### src/rtl/plcl_pkg.sv
// Shared types, status codes and sizes for the calibration lookup.
package plcl_pkg;

  localparam int MAX_POINTS_DEF = 32;
  localparam int FREQ_W = 40;
  localparam int CORR_W = 32;
  localparam int UNC_W = 31;
  localparam int ROW_W = FREQ_W + CORR_W + UNC_W;
  localparam int IDX_W = 5;
  localparam int CFG_W = 6;
  localparam int STAT_W = 3;

  localparam logic OP_LOAD = 1'b0;
  localparam logic OP_EVAL = 1'b1;

  localparam logic CFG_POINT_COUNT = 1'b0;
  localparam logic CFG_EXTRAP_EN = 1'b1;

  localparam logic [STAT_W-1:0] ST_LOAD_OK = 3'd0;
  localparam logic [STAT_W-1:0] ST_APPLIED = 3'd1;
  localparam logic [STAT_W-1:0] ST_INTERP = 3'd2;
  localparam logic [STAT_W-1:0] ST_EXTRAP = 3'd3;
  localparam logic [STAT_W-1:0] ST_INVALID = 3'd4;
  localparam logic [STAT_W-1:0] ST_LOAD_REJ = 3'd5;

  // One queued item, already classified by the front end.
  typedef struct packed {
    logic              op;
    logic [IDX_W-1:0]  idx;
    logic [FREQ_W-1:0] pf;
    logic [CORR_W-1:0] pc;
    logic [UNC_W-1:0]  pu;
    logic [FREQ_W-1:0] qf;
    logic              last;
    logic              early;   // load rejected or query invalid without table access
  } item_t;

endpackage

### src/rtl/plcl_queue.sv
// Two-entry item queue between front end and back end.
module plcl_queue (
  input  logic            clk,
  input  logic            rst,
  input  logic            push,
  input  plcl_pkg::item_t push_item,
  input  logic            pop,
  output logic            full,
  output logic            empty,
  output plcl_pkg::item_t head
);
  import plcl_pkg::*;

  item_t slots [2];
  logic wptr, rptr;
  logic [1:0] count;

  assign full = (count == 2'd2);
  assign empty = (count == 2'd0);
  assign head = slots[rptr];

  always_ff @(posedge clk) begin
    if (push) begin
      slots[wptr] <= push_item;
    end
    if (rst) begin
      wptr <= 1'b0;
      rptr <= 1'b0;
      count <= 2'd0;
    end else begin
      if (push) begin
        wptr <= !wptr;
      end
      if (pop) begin
        rptr <= !rptr;
      end
      count <= count + 2'(push) - 2'(pop);
    end
  end
endmodule

### config.mk
export PLATFORM = sky130hd
export DESIGN_NAME = plcl_queue
export DESIGN_NICKNAME = d
export VERILOG_FILES = /design/src/rtl/plcl_pkg.sv /design/src/rtl/plcl_queue.sv
export SDC_FILE = /design/constraint.sdc
export NUM_CORES = 1
export LEC_CHECK = 0
export BUFFER_PORTS_ARGS = -buffer_cell sky130_fd_sc_hd__buf_2
export CELL_PAD_IN_SITES_DETAIL_PLACEMENT = 1
export CELL_PAD_IN_SITES_GLOBAL_PLACEMENT = 2
export CORE_UTILIZATION = 39
export DETAILED_ROUTE_END_ITERATION = 10
export PLACE_DENSITY_LB_ADDON = 0.15
export SYNTH_ARGS = -nofsm -noshare
export SYNTH_HDL_FRONTEND = slang
export SYNTH_SLANG_ARGS = --single-unit
### constraint.sdc
create_clock -name clk -period 8.46 [get_ports clk]
set_input_delay 0 -clock clk [delete_from_list [all_inputs] [get_ports clk]]
set_output_delay 0 -clock clk [all_outputs]
set_load 0.01 [all_outputs]
Word level (Yosys, flattened, before mapping)
Memory sizes are Yosys's and may differ from the RTL's. A register that Yosys moved wholly into a read port is not among the register bits.
Index checks and enable logic that the tools add are counted.
- $add $sub $neg: 2
- eq/ne operators: 1
- mux-type cells: 4
- reduce and logical (&&, ||, !) cells: 3
- operators with widths (kind ; count):
    1-bit 2-to-1 mux ; 4
    2-bit by 1-bit adder with 2-bit output ; 1
    2-bit == test, second input constant ; 1
    1-bit logical NOT ; 2
    2-bit logical NOT ; 1
    2-bit by 1-bit subtractor with 2-bit output ; 1
- flip-flop bits (word level): 4
- RAM bits: 302
- output and inout bits: 153
- logic and storage cells: 14
- memories: 1
- memory list (name ; depth ; bits a word ; rd ports ; clocked after memory_dff ; write ports ; RTL line ; text):
    slots ; 2 ; 151 ; 1 ; 1 ; 1 ; plcl_queue.sv:14 ; item_t slots [2];

Depth between registers and ports, before layout
- depth in word-level cells: 3
- gate-level depth with buffers: 6

Least setup slack after synthesis
No wires, ideal clock.
- path type: flip-flop to flip-flop
- from: register wptr
- to: memory slots[0][0] in the netlist's numbering (enable)
- arrival time: 6.995 ns
- setup slack: 0.783 ns
- cell stages (with the launch flop): 2
- path buffers: 0
- clock period less this slack: 7.677 ns
- path through: dfxtp_1 > nor2b_1
- RTL lines (element ; RTL line ; text):
    start: declaration ; plcl_queue.sv:15 ; logic wptr, rptr;
    start signal: assignment ; plcl_queue.sv:32 ; wptr <= !wptr;
    end: declaration ; plcl_queue.sv:14 ;
Straight into the memory's write port.

==> flow_summary.toml <==
[status]
status = "completed"

[min_path]
holdPathEnd = "slots[0][93]$_DFFE_PP_"
worstHoldPathCells = 2
min_from = "push_item[93]"
holdCritPathClass = "in2reg"

[sta]
worst_hold_slack_ps = 176
finalSetupViolCount = 0
rsz0062_at_grt = "no"
clock_skew_ps = 9.77
fin_crit_ps = 2810
fin_ws_ps = 5650
tns_ps = 0
tightest_slew_ps = 1100
fmax_ghz = 0.356
finalHoldViolations = 0
slew_violations = 0
min_period_over_period_pct = 33.2
slew-limit-headroom_pct = 26.6

[place]
gp_congestion = 0.748
preCtsSetupSlack_ps = 5740
dp_hpwl_um = 15800
dpl-instance-area_um2 = 13400
io_buffers = 307
dp_cells = 1171

[critical_path]
path_cells = "buf_4 -> mux2_2 -> buf_2"
reg2reg_slack_ps = 5720
crit_type = "reg2out"
r2r_cells = 3
regToRegStartpoint = "wptr$_SDFFE_PP0P_"
crit_fanout = 51
r2r_end = "slots[0][132]$_DFFE_PP_"
crit_family = "buffers and inverters"
cp.arrival_ps = 2810
slowest_stage = "buf_4"
startpoint_type = "register"
cp_slowest_stage_delay_ps = 820
crit_path_end_kind = "output pin"
crit_required_ps = 8460
crit_buf_inv = 2

[power_and_ir_drop]
leakagePower_nw = 6.22
peakVddDrop_mv = 0.155
power_density_nw_per_um2 = 226
power_mw = 3.61

[flow_run]
maxCapViolations = 0

[yosys]
synthTopCellsByArea = "edfxtp_1 (79%), mux2_4 (12%), mux2_2 (6.0%)"
yosys-top-cells-count = "edfxtp_1 (302), mux2_4 (90), mux2_2 (61)"
post-synth-top-count-cell = "edfxtp_1"
synthArstFlopShare_pct = 0
synth-seq-cells = 307
yosys_warnings = 0
synth_edf_count = 302
syn-num-nets = 648
yosys.area.top_type = "edfxtp_1"
syn_inst = 491
yosysSeqAreaShare_pct = 79.9
syn_area_um2 = 11500
synthFlopType = "edfxtp_1"
avgSynthCellArea_um2 = 23.4
yosys.area.top_type_share_pct = 79.0
synthDistinctLibCells = 13

[floorplanning]
coreArea_um2 = 28900
rows = 62
start_util_pct = 39.8
dieArea_um2 = 30100
io_pins = 308
fp.dieH_um = 174
die_w_um = 174

[routing]
num_vias = 6263
wire_per_inst_um = 18.0
vias_per_cell = 4.53
drt_first_pass_iters = 4
drc = 0
wl_um = 24900
antenna_left = 0
drt-initial-drc-count = 237

[cts]
cts_resized = 0
cts_max_level = 1
cts.sinks = 307
clk_pin_slew_ps = 60
root_buffer = "clkbuf_16"
clock_path_buffers = 3
cts_hold_buf = 155
cts_tree = "built"
cts_buffers = 31
clk_latency_ps = 550
postCtsSetupRepairBufs = 0

[layout]
area_delta_synth_final_pct = 39.0
stdcell_count = 1384
fin_util_pct = 55.3
fin_nets = 1132
fillers = 2693
multiInputGateArea_um2 = 2160
drive_gt1_share_pct = 51.4
finish.instance_area_um2 = 16000
seqCellArea_um2 = 9170

[global_route]
grt_usage_pct = 16.3
grt_pass1_vias = 6926
grt_max_degree = 81
grt_overflow_total = 0
grt_antenna_before_repair = 2
grt_pass1_wl_um = 38000
[cells by family (layout without fill, tap and decap cells)]
family | Yosys count | in the layout | share of synthesized area (%)
fa+ha+maj | 2 | 2 | 0.218
xor+xnor | 3 | 3 | 0.349
buf+inv | 19 | 526 | 1.41
other cells | 0 | 2 | 0
simple gates | 9 | 9 | 0.382
mux | 151 | 151 | 17.8
flops | 307 | 307 | 79.9
[cell type report]
| type | count | area share (%) |
|---|---|---|
| flip-flops and latches | 307 | 57.5 |
| repair buffers | 468 | 19.6 |
| multi-input cells | 165 | 13.5 |
| clock buffers | 36 | 4.98 |
| well taps | 384 | 3.01 |
| clock inverters | 20 | 1.27 |
| inverters | 2 | 0.0471 |
| diodes | 2 | 0.0314 |
[sequential cells by signal, indices dropped and copies added, names as in the netlist, named ones only]
signal,flops
slots,302
count,2
rptr,1
wptr,1
[layer usage]
layer  routed length (um)  GRT usage, %  up-vias  part of all wire, %
li1                     -             -     2919                    -
met1                 9960          19.0     3076                   40
met2                12400          28.7      219                   50
met3                 1880          4.61       49                  7.5
met4                  675          5.57        0                  2.7
met5                    0             0        -                    0
[worst max-delay path by stage]
| stage | end | slack (ps) | cells after the start |
|---|---|---|---|
| 2_1_floorplan | slots[0][0]$_DFFE_PP_ | 780 | 1 |
| 6_report | head[150] | 5650 | 3 |
| 4_1_cts | head[52] | 5550 | 3 |
| 3_3_place_gp | slots[0][54]$_DFFE_PP_ | 5820 | 3 |
| 3_5_place_dp | slots[0][54]$_DFFE_PP_ | 5740 | 3 |
| 5_1_grt | head[29] | 5490 | 3 |
[worst register-to-register path, cell delays in order (launching register included)]
cell,delay [ps]
dfxtp_1,360
nor2b_4,110
buf_4,720
buf_4,1060
[where the power goes]
part	internal (mW)	switching (mW)
registers	1.78	0.0320
clock network	0.790	0.547
logic	0.246	0.213
[cell usage in the layout, fill, tap and decap left out, types with 4 or more instances in the layout]
cell           count
buf_2            307
edfxtp_1         302
dlygate4sd3_1    155
mux2_4            90
mux2_2            61
clkbuf_16         31
clkinv_2           8
buf_4              6
nor2_1             5
clkbuf_1           5
clkinv_1           5
bufinv_16          4
dfxtp_1            4
Power figures use the tool's default switching activity.
