--- config.mk ---
export PLATFORM = sky130hd
export DESIGN_NAME = plcl_front
export DESIGN_NICKNAME = d
export VERILOG_FILES = /design/src/rtl/plcl_pkg.sv /design/src/rtl/plcl_front.sv
export SDC_FILE = /design/constraint.sdc
export NUM_CORES = 1
export LEC_CHECK = 0
export ABC_CLOCK_PERIOD_IN_PS = 1080
export BUFFER_PORTS_ARGS = -buffer_cell sky130_fd_sc_hd__buf_2
export CORE_AREA = 2 2 119 121
export DETAILED_ROUTE_END_ITERATION = 10
export DIE_AREA = 0 0 121 123
export GPL_ROUTABILITY_DRIVEN = 0
export PLACE_DENSITY_LB_ADDON = 0.12
export SLEW_MARGIN = 15
export SYNTH_ARGS = -nofsm -noshare
export SYNTH_HDL_FRONTEND = slang
export SYNTH_SLANG_ARGS = --single-unit
--- constraint.sdc ---
create_clock -name vclk -period 1.08
set_input_delay 0.162 -clock vclk [all_inputs]
set_output_delay 0.162 -clock vclk [all_outputs]
set_load 0.1 [all_outputs]
--- src/rtl/plcl_pkg.sv ---
// Shared types, status codes and sizes for the calibration lookup.
package plcl_pkg;

  localparam int MAX_POINTS_DEF = 32;
  localparam int FREQ_W = 40;
  localparam int CORR_W = 32;
  localparam int UNC_W = 31;
  localparam int ROW_W = FREQ_W + CORR_W + UNC_W;
  localparam int IDX_W = 5;
  localparam int CFG_W = 6;
  localparam int STAT_W = 3;

  localparam logic OP_LOAD = 1'b0;
  localparam logic OP_EVAL = 1'b1;

  localparam logic CFG_POINT_COUNT = 1'b0;
  localparam logic CFG_EXTRAP_EN = 1'b1;

  localparam logic [STAT_W-1:0] ST_LOAD_OK = 3'd0;
  localparam logic [STAT_W-1:0] ST_APPLIED = 3'd1;
  localparam logic [STAT_W-1:0] ST_INTERP = 3'd2;
  localparam logic [STAT_W-1:0] ST_EXTRAP = 3'd3;
  localparam logic [STAT_W-1:0] ST_INVALID = 3'd4;
  localparam logic [STAT_W-1:0] ST_LOAD_REJ = 3'd5;

  // One queued item, already classified by the front end.
  typedef struct packed {
    logic              op;
    logic [IDX_W-1:0]  idx;
    logic [FREQ_W-1:0] pf;
    logic [CORR_W-1:0] pc;
    logic [UNC_W-1:0]  pu;
    logic [FREQ_W-1:0] qf;
    logic              last;
    logic              early;   // load rejected or query invalid without table access
  } item_t;

endpackage

--- src/rtl/plcl_front.sv ---
// Front end: classify incoming items and push them into the queue.
module plcl_front #(
  parameter int MAX_POINTS = plcl_pkg::MAX_POINTS_DEF
) (
  input  logic                        item_valid,
  output logic                        item_stall,
  input  logic                        op,
  input  logic [plcl_pkg::IDX_W-1:0]  point_index,
  input  logic [plcl_pkg::FREQ_W-1:0] point_frequency,
  input  logic [plcl_pkg::CORR_W-1:0] point_correction,
  input  logic [plcl_pkg::UNC_W-1:0]  point_uncertainty,
  input  logic [plcl_pkg::FREQ_W-1:0] query_frequency,
  input  logic                        grid_last,
  input  logic                        q_full,
  output logic                        push,
  output plcl_pkg::item_t             push_item
);
  import plcl_pkg::*;

  logic idx_bad;

  assign idx_bad = (32'(point_index) >= 32'(MAX_POINTS));
  assign item_stall = q_full;
  assign push = item_valid && !q_full;

  always_comb begin
    push_item.op = op;
    push_item.idx = point_index;
    push_item.pf = point_frequency;
    push_item.pc = point_correction;
    push_item.pu = point_uncertainty;
    push_item.qf = query_frequency;
    push_item.last = grid_last;
    if (op == OP_LOAD) begin
      push_item.early = idx_bad || (point_frequency == '0);
    end else begin
      push_item.early = (query_frequency == '0);
    end
  end
endmodule

# After elaboration in Yosys (flattened, before gate mapping)
# Index checks and enable logic that the tools add are counted.
# word_totals
latchBits,0
regBits,0
mem_bits_rw,0
word_cells,5
memories,0
mem_bits_ro,0
out_inout_bits,153
# classes
multipliers,0
bitwise_logic,0
mux,1
n_lt_le_gt_ge,0
n_div,0
addsub,0
n_shift,0
eq_ne,0
n_reduce_logical,4
# ops
op,n
$logic_not 40->1,2
$logic_and 1x1->1,1
$logic_not 1->1,1
$mux 1,1

# Depth between registers and ports, before layout
# Gate-level depths: netlist (run 1).
# logic_depth
depth_word,2
depth_mapped,4
mapped_depth_nobuf,4

# Least setup slack after synthesis (run 1)
# OpenSTA, ideal clock, no wires.
# synth_path
path_type,input to output
start,input port q_full
end,output port push
n_path_buf,0
arrival_ns,1.497
path_slack_ns,-0.579
cell_stages,1
required_time_ns,0.918
path_cell_list,nor2b_1
# synth_between
elab_chain_cells,2
# synth_lines
element,line,rtl
from (decl),plcl_front.sv:14,"input logic q_full,"
$logic_not 1->1,plcl_front.sv:24,assign push = item_valid && !q_full;
$logic_and 1x1->1,plcl_front.sv:24,
to (decl),plcl_front.sv:15,"output logic push,"
# Every way passes these cells.

==> flow_summary_export.csv, run 1 <==
group,metric,value,unit
run_status,status,"finished with violations",
run_status,failed_checks,"setup timing",
power,ir_drop,201,uV
logic_synthesis,synth_area_leaders,"buf_4 (86%), nor4_1 (8.0%), nand4_1 (1.9%), nor3_1 (1.1%), a41o_2 (0.85%)",
worst_setup_path,worstSetupEndpointType,"output port",
route,detail_route.wirelength,5.82,mm
min_path,min_to,"push_item[63]",
worst_setup_path,worstPathMaxFanout,2,
global_routing,grt_first_pass_wirelength,7.95,mm
logic_synthesis,netlist_instances,182,
sta,rsz0062_at_grt,"yes",
power,powerDensity,751,mW/mm^2
sta,relSlewSlack,72.5,%
cells_and_area,nets,424,
worst_setup_path,slowest_delay,0.26,ns
worst_setup_path,required,0.92,ns
worst_setup_path,start_kind,"input port",
min_path,holdPathStages,0,
power,finalPower,2.47,mW
cells_and_area,fillers,1455,
cts,ctsHoldBuffers,0,
global_routing,grt_overflow,0,
floorplanning,dieArea,0.0149,mm^2
power,seqPwrFrac,0,%
flow_run,drv_cap,0,
worst_setup_path,critPathBufInv,2,
power,power_switching_share,62.2,%
logic_synthesis,yosysTopAreaCellShare,85.7,%
route,vias,1403,
sta,setup_viol,1,
power,power.share.clock,0,%
floorplanning,fp.dieH,123,um
worst_setup_path,slowest_stage,"nor4_4",
logic_synthesis,synth_fp_nets,334,
global_routing,grt_pass1_vias,1392,
placement,port_buffers,167,
cells_and_area,syn_to_final_growth,149,%
route,firstDrtPassIters,4,
min_path,hp-start,"point_uncertainty[21]",
route,viasPerCell,3.12,
worst_setup_path,cp_data_arrival_time,1.30,ns
sta,period_needed,1.46,ns
global_routing,antenna_found_initial,0,
global_routing,grt_max_degree,4,
route,initialDrtViolationCount,18,
power,p_int,0.934,mW
worst_setup_path,cp_cell_sequence,"buf_2, nor4_4, nand4_1, nor3_4, a41o_4, buf_12",
cts,post-cts-setup-buffer-count,0,
floorplanning,fp.dieW,121,um
sta,fmaxAchievable,686,MHz
route,ant_nets,0,
logic_synthesis,ys_types,9,
floorplanning,io_pins,305,
cells_and_area,n_clock_buffer,0,
floorplanning,rows,43,
floorplanning,start_util,9.72,%
cells_and_area,multi_input_area,370,um^2
min_path,worst_hold_path_type,"in -> out",
cells_and_area,seq_cell_count,0,
route,drcViolationCount,0,
sta,final-max-slew-violation-count,0,
cells_and_area,fin_area,0.00329,mm^2
route,routed_wire_length_per_instance,12.9,um
placement,placed_cell_area,0.00312,mm^2
sta,worstMarginPinSlew,0.409,ns
worst_setup_path,cp_top_family,"simple AND/OR/NAND/NOR gates",
cells_and_area,drive_gt1_share,95.9,%
power,pwr-share-comb,100.0,%
sta,hold_viol,0,
logic_synthesis,yosys.area.top_type,"buf_4",
floorplanning,coreArea,0.0136,mm^2
worst_setup_path,critical_path_class,"in -> out",
sta,fin_ws,-0.378,ns
power,power.switching,1.53,mW
logic_synthesis,yosysSeqAreaShare,0,%
sta,period_share,135,%
cells_and_area,final_cell_mix,"buf_12 (84), buf_2 (75), buf_4 (72)",
cells_and_area,antenna_cells,0,
placement,post-dp-hpwl,5.57,mm
cells_and_area,regArea,0,um^2
logic_synthesis,yosysWarnings,0,
global_routing,grt.total_usage,6.85,%
sta,whs,0.324,ns
cells_and_area,layout_commonest_cell,"buf_12",
logic_synthesis,synth.cell_area,0.00132,mm^2
power,p_leak,1.54,nW
logic_synthesis,synth.avg_cell_area,7.27,um^2
-- worst max-delay path by stage --
stage / startpoint / endpoint / slack (ns) / depth (start not counted)
detailed placement: point_frequency[10] / push_item[0] / -0.59 / 7
global route: point_frequency[13] / push_item[0] / -0.47 / 6
global placement: point_frequency[23] / push_item[0] / -0.60 / 6
CTS: point_frequency[4] / push_item[0] / -0.43 / 6
floorplan: query_frequency[11] / push_item[0] / -0.10 / 4
finish: point_frequency[8] / push_item[0] / -0.38 / 6
-- cells in the mapped netlist --
cell,n
buf_4,151
nor4_1,17
nand4_1,4
nor2_1,3
nor3_1,3
a41o_2,1
nand3_1,1
nor2b_1,1
nor4b_1,1
-- power by group through the flow --
stage | Sequential [mW] | Combinational [mW] | Clock [mW]
after floorplan | 0 | 2.68 | 0
after global placement | 0 | 2.43 | 0
after detailed placement | 0 | 2.43 | 0
after CTS | 0 | 2.48 | 0
after global routing | 0 | 2.54 | 0
final | 0 | 2.47 | 0
-- what timing repair did --
action,in CTS,in global routing
pin swaps,10,1
gates resized for setup,24,3
setup endpoints to repair,1,1
hold endpoints to repair,0,0
-- cell families after synthesis --
family	Yosys count	synth area share, %
AND/OR/NAND/NOR	30	13.4
AO/OA/AOI/OAI	1	0.851
buffers and inverters	151	85.7
-- metal layers --
metal | track usage [%] | part of all wire, % | up-vias
met5 | 0 | 0 | -
met4 | 2.25 | 3.4 | 0
met3 | 2.68 | 15 | 28
met2 | 14.3 | 55 | 127
met1 | 5.75 | 26 | 622
li1 | - | - | 626
-- final cells by class --
class	instances	share of cell area [%]
tap	180	6.85
multi-input combinational	31	11.3
timing repair buffer	239	81.9
-- stage by stage --
| step | setup TNS, ns | setup WS [ns] | std cells | utilization (%) |
|---|---|---|---|---|
| after global placement | -0.603 | -0.603 | 451 | 22.9 |
| final | -0.378 | -0.378 | 450 | 24.1 |
| after global routing | -0.467 | -0.467 | 450 | 24.1 |
| after floorplan | -0.164 | -0.103 | 182 | - |
| after detailed placement | -0.595 | -0.595 | 451 | 22.9 |
| after CTS | -0.429 | -0.429 | 450 | 24.0 |
Power figures use the tool's default switching activity.
==> run 2, diff against run 1 <==
- CELL_PAD_IN_SITES_DETAIL_PLACEMENT: not set -> 1
- CELL_PAD_IN_SITES_GLOBAL_PLACEMENT: not set -> 1
- CORE_AREA: 2 2 119 121 -> 2 2 118 120
- DIE_AREA: 0 0 121 123 -> 0 0 120 122
==> flow_summary_export.csv, run 2 (synthesized netlist as in run 1, its figures left out) <==
group,metric,value,unit
route,initialDrtViolationCount,10,
global_routing,grt_first_pass_wirelength,8.67,mm
cells_and_area,regArea,0,um^2
route,drt-met1-wl,1.90,mm
worst_setup_path,start_kind,"input port",
placement,pre_cts_ws,-0.669,ns
worst_setup_path,cp_data_arrival_time,1.34,ns
floorplanning,rows,43,
cells_and_area,nets,427,
placement,port_buffers,167,
floorplanning,io_pins,305,
min_path,worst_hold_path_type,"in -> out",
sta,period_share,139,%
floorplanning,fp.dieW,120,um
worst_setup_path,critical_path_class,"in -> out",
worst_setup_path,slowest_stage,"nor4b_2",
worst_setup_path,cp_cell_sequence,"buf_2, buf_4, nor4b_2, nand4_1, nor2_1, a41o_4, buf_12",
sta,fin_ws,-0.421,ns
sta,rsz0062_at_grt,"yes",
cts,post-cts-setup-buffer-count,0,
run_status,failed_checks,"setup timing",
min_path,min_to,"push_item[103]",
worst_setup_path,critPathBufInv,3,
sta,relSlewSlack,80.1,%
cells_and_area,seq_cell_count,0,
worst_setup_path,worstSetupEndpointType,"output port",
cells_and_area,layout_commonest_cell,"buf_12",
worst_setup_path,slowest_delay,0.21,ns
sta,finalSetupTns,-0.421,ns
route,vias,1433,
cts,ctsHoldBuffers,0,
sta,period_needed,1.50,ns
sta,setup_viol,1,
cells_and_area,syn_to_final_growth,148,%
worst_setup_path,worstPathMaxFanout,2,
power,p_leak,1.53,nW
global_routing,grt_max_degree,3,
power,powerDensity,753,mW/mm^2
power,ir_drop,206,uV
route,viasPerCell,3.16,
sta,fmaxAchievable,666,MHz
floorplanning,dieArea,0.0146,mm^2
route,drcViolationCount,0,
flow_run,drv_cap,0,
sta,hold_viol,0,
route,top_layer_used,"met4",
placement,post-dp-hpwl,5.85,mm
cells_and_area,drive_gt1_share,94.9,%
global_routing,grt.total_usage,7.39,%
cells_and_area,final_cell_mix,"buf_12 (84), buf_2 (79), buf_4 (75)",
worst_setup_path,cp_top_family,"simple AND/OR/NAND/NOR gates",
sta,worstMarginPinSlew,0.295,ns
route,wl_met2,3.02,mm
sta,final-max-slew-violation-count,0,
worst_setup_path,required,0.92,ns
floorplanning,coreArea,0.0135,mm^2
min_path,holdPathStages,0,
route,routed_wire_length_per_instance,13.3,um
cells_and_area,n_clock_buffer,0,
route,detail_route.wirelength,6.02,mm
sta,whs,0.324,ns
floorplanning,start_util,9.79,%
global_routing,grt_pass1_vias,1558,
floorplanning,fp.dieH,122,um
route,wl_met3,921,um
global_routing,grt_overflow,0,
route,firstDrtPassIters,4,
global_routing,antenna_found_initial,0,
min_path,hp-start,"point_correction[30]",
cells_and_area,fillers,1531,
route,ant_nets,0,
run_status,status,"finished with violations",
cells_and_area,antenna_cells,0,
## run 2: cell types whose count changed in the layout (fill, tap and decap cells not counted)
cell,delta
buf_2,+4
buf_6,-4
nor4_2,-4
buf_4,+3
nor4_1,+2
nor4_4,+2
nand3_1,+1
nand3_2,-1
nor3_2,+1
nor3_4,-1
## run 2: final cells by class
cell class	count	area (um^2)	area share (%)
Tap cell	180	225	6.87
Multi-Input combinational cell	31	364	11.1
Timing Repair Buffer	242	2690	82.0
## run 2: repair_timing
action / in CTS / in global routing
gates resized for setup: 21 / 2
setup endpoints to repair: 1 / 1
pin swaps: 6 / 0
## run 2: metal layers
metal,vias up,global-route usage [%]
met4,0,1.99
met3,22,3.37
met1,631,7.46
li1,629,-
met2,151,13.7
met5,-,0
## run 2: worst max-delay path by stage
stage	startpoint	to	slack, ns	cells past startpoint
2_1_floorplan	query_frequency[11]	push_item[0]	-0.10	4
4_1_cts	point_frequency[1]	push_item[0]	-0.46	7
6_report	op	push_item[0]	-0.42	7
3_3_place_gp	point_frequency[5]	push_item[0]	-0.70	6
3_5_place_dp	point_frequency[5]	push_item[0]	-0.67	6
5_1_grt	point_frequency[1]	push_item[0]	-0.52	7
## run 2: metrics by stage
stage	instance area, um^2	cells	power, mW	util (%)
floorplan	1380	182	2.68	-
global placement	3160	456	2.44	23.4
detailed placement	3160	456	2.44	23.4
CTS	3270	453	2.49	24.2
global route	3280	453	2.54	24.3
finish	3280	453	2.47	24.3
## run 2: power by group
group	internal [mW]	total, mW	switching, mW	leakage, nW
Combinational	0.930	2.47	1.54	1.53
Sequential	0	0	0	0
Clock	0	0	0	0
Total	0.930	2.47	1.54	1.53
==> run 3, diff against run 2 <==
- PLACE_DENSITY_LB_ADDON: 0.12 -> 0.2
==> flow_summary_export.csv, run 3 (synthesized netlist as in run 1, its figures left out) <==
group,metric,value,unit
run_status,status,"finished with violations",
run_status,failed_checks,"setup timing",
route,ant_nets,0,
cells_and_area,regArea,0,um^2
sta,rsz0062_at_grt,"yes",
route,top_layer_used,"met4",
floorplanning,coreArea,0.0135,mm^2
sta,setup_viol,1,
sta,worstMarginPinSlew,0.425,ns
sta,fmaxAchievable,675,MHz
global_routing,antenna_found_initial,0,
cells_and_area,fin_area,0.00334,mm^2
worst_setup_path,critical_path_class,"in -> out",
sta,hold_viol,0,
floorplanning,fp.dieH,122,um
placement,placed_cell_area,0.00316,mm^2
sta,period_needed,1.48,ns
route,routed_wire_length_per_instance,13.7,um
floorplanning,io_pins,305,
worst_setup_path,worstPathMaxFanout,2,
cells_and_area,syn_to_final_growth,153,%
cells_and_area,n_clock_buffer,0,
route,detail_route.wirelength,6.24,mm
route,viasPerCell,3.16,
worst_setup_path,critPathBufInv,2,
power,p_leak,1.57,nW
min_path,holdPathStages,0,
worst_setup_path,cp_data_arrival_time,1.32,ns
route,vias,1442,
worst_setup_path,slowest_stage,"nor4_4",
route,wl_met2,3.33,mm
global_routing,grt_first_pass_wirelength,8.69,mm
worst_setup_path,start_kind,"input port",
floorplanning,rows,43,
worst_setup_path,cp.depth,6,
min_path,hp-start,"point_index[0]",
cells_and_area,nets,430,
cells_and_area,antenna_cells,0,
global_routing,grt_max_degree,3,
worst_setup_path,cp-startpoint,"point_frequency[0]",
floorplanning,dieArea,0.0146,mm^2
route,initialDrtViolationCount,13,
cts,ctsHoldBuffers,0,
worst_setup_path,cp_top_family,"simple AND/OR/NAND/NOR gates",
power,powerDensity,749,mW/mm^2
sta,relSlewSlack,71.4,%
power,ir_drop,174,uV
cells_and_area,seq_cell_count,0,
placement,port_buffers,167,
route,wl_met3,879,um
worst_setup_path,worstSetupEndpointType,"output port",
route,drcViolationCount,0,
worst_setup_path,cp_cell_sequence,"buf_8, nor4_4, nand4_1, nor3_2, a41o_4, buf_12",
min_path,worst_hold_path_type,"in -> out",
placement,post-dp-hpwl,5.89,mm
global_routing,grt.total_usage,7.63,%
placement,pre_cts_ws,-0.586,ns
sta,fin_ws,-0.402,ns
route,firstDrtPassIters,3,
route,drt-met1-wl,1.74,mm
cells_and_area,layout_commonest_cell,"buf_12",
global_routing,grt_overflow,0,
cells_and_area,drive_gt1_share,94.6,%
floorplanning,fp.dieW,120,um
floorplanning,start_util,9.79,%
flow_run,drv_cap,0,
global_routing,grt_pass1_vias,1551,
cells_and_area,final_core_util,24.8,%
sta,period_share,137,%
sta,final-max-slew-violation-count,0,
worst_setup_path,slowest_delay,0.28,ns
worst_setup_path,required,0.92,ns
cells_and_area,final_cell_mix,"buf_12 (84), buf_4 (78), buf_2 (73)",
==> run 3: cell count changes in the layout (fill, tap and decap cells not counted) <==
cell and change:
buf_4 +3, buf_8 +1, nor4b_4 +1, buf_2 -6, nor4_1 +1, nor4_2 -1, buf_6 +5, nor4b_2 -1
==> run 3: area by class of cell <==
cell class	count	area, um^2
Fill cell	1545	10200
Timing Repair Buffer	245	2750
Multi-Input combinational cell	31	367
Tap cell	180	225
==> run 3: path summary, 6_finish.rpt <==
path,slack (ns),to
setup / recovery,-0.40,push_item[0]
hold / removal,0.32,push_item[145]
==> run 3: report_power, final <==
part           internal, mW  switching [mW]  leakage (nW)
clock network             0               0             0
registers                 0               0             0
logic                 0.955            1.55          1.57
==> run 3: repair_timing <==
action | 4_1_cts | 5_1_grt
endpoints found under the setup margin | 1 | 1
pin swaps | 9 | 2
setup buffers | 1 | 0
gates resized for setup | 27 | 2
==> run 3: layer usage <==
layer  vias up  track usage, %
li1        635               -
met1       631            6.61
met2       148            15.4
met3        28            3.00
met4         0            3.16
met5         -               0
==> run 3: through the flow <==
| stage | hold slack (ns) | instances | setup TNS, ns | total power [mW] |
|---|---|---|---|---|
| finish | 0.324 | 456 | -0.402 | 2.50 |
| global route | 0.324 | 456 | -0.541 | 2.57 |
| CTS | 0.325 | 456 | -0.467 | 2.52 |
| detailed placement | 0.325 | 456 | -0.586 | 2.45 |
| global placement | 0.325 | 456 | -0.597 | 2.44 |
| floorplan | 0.499 | 182 | -0.164 | 2.68 |
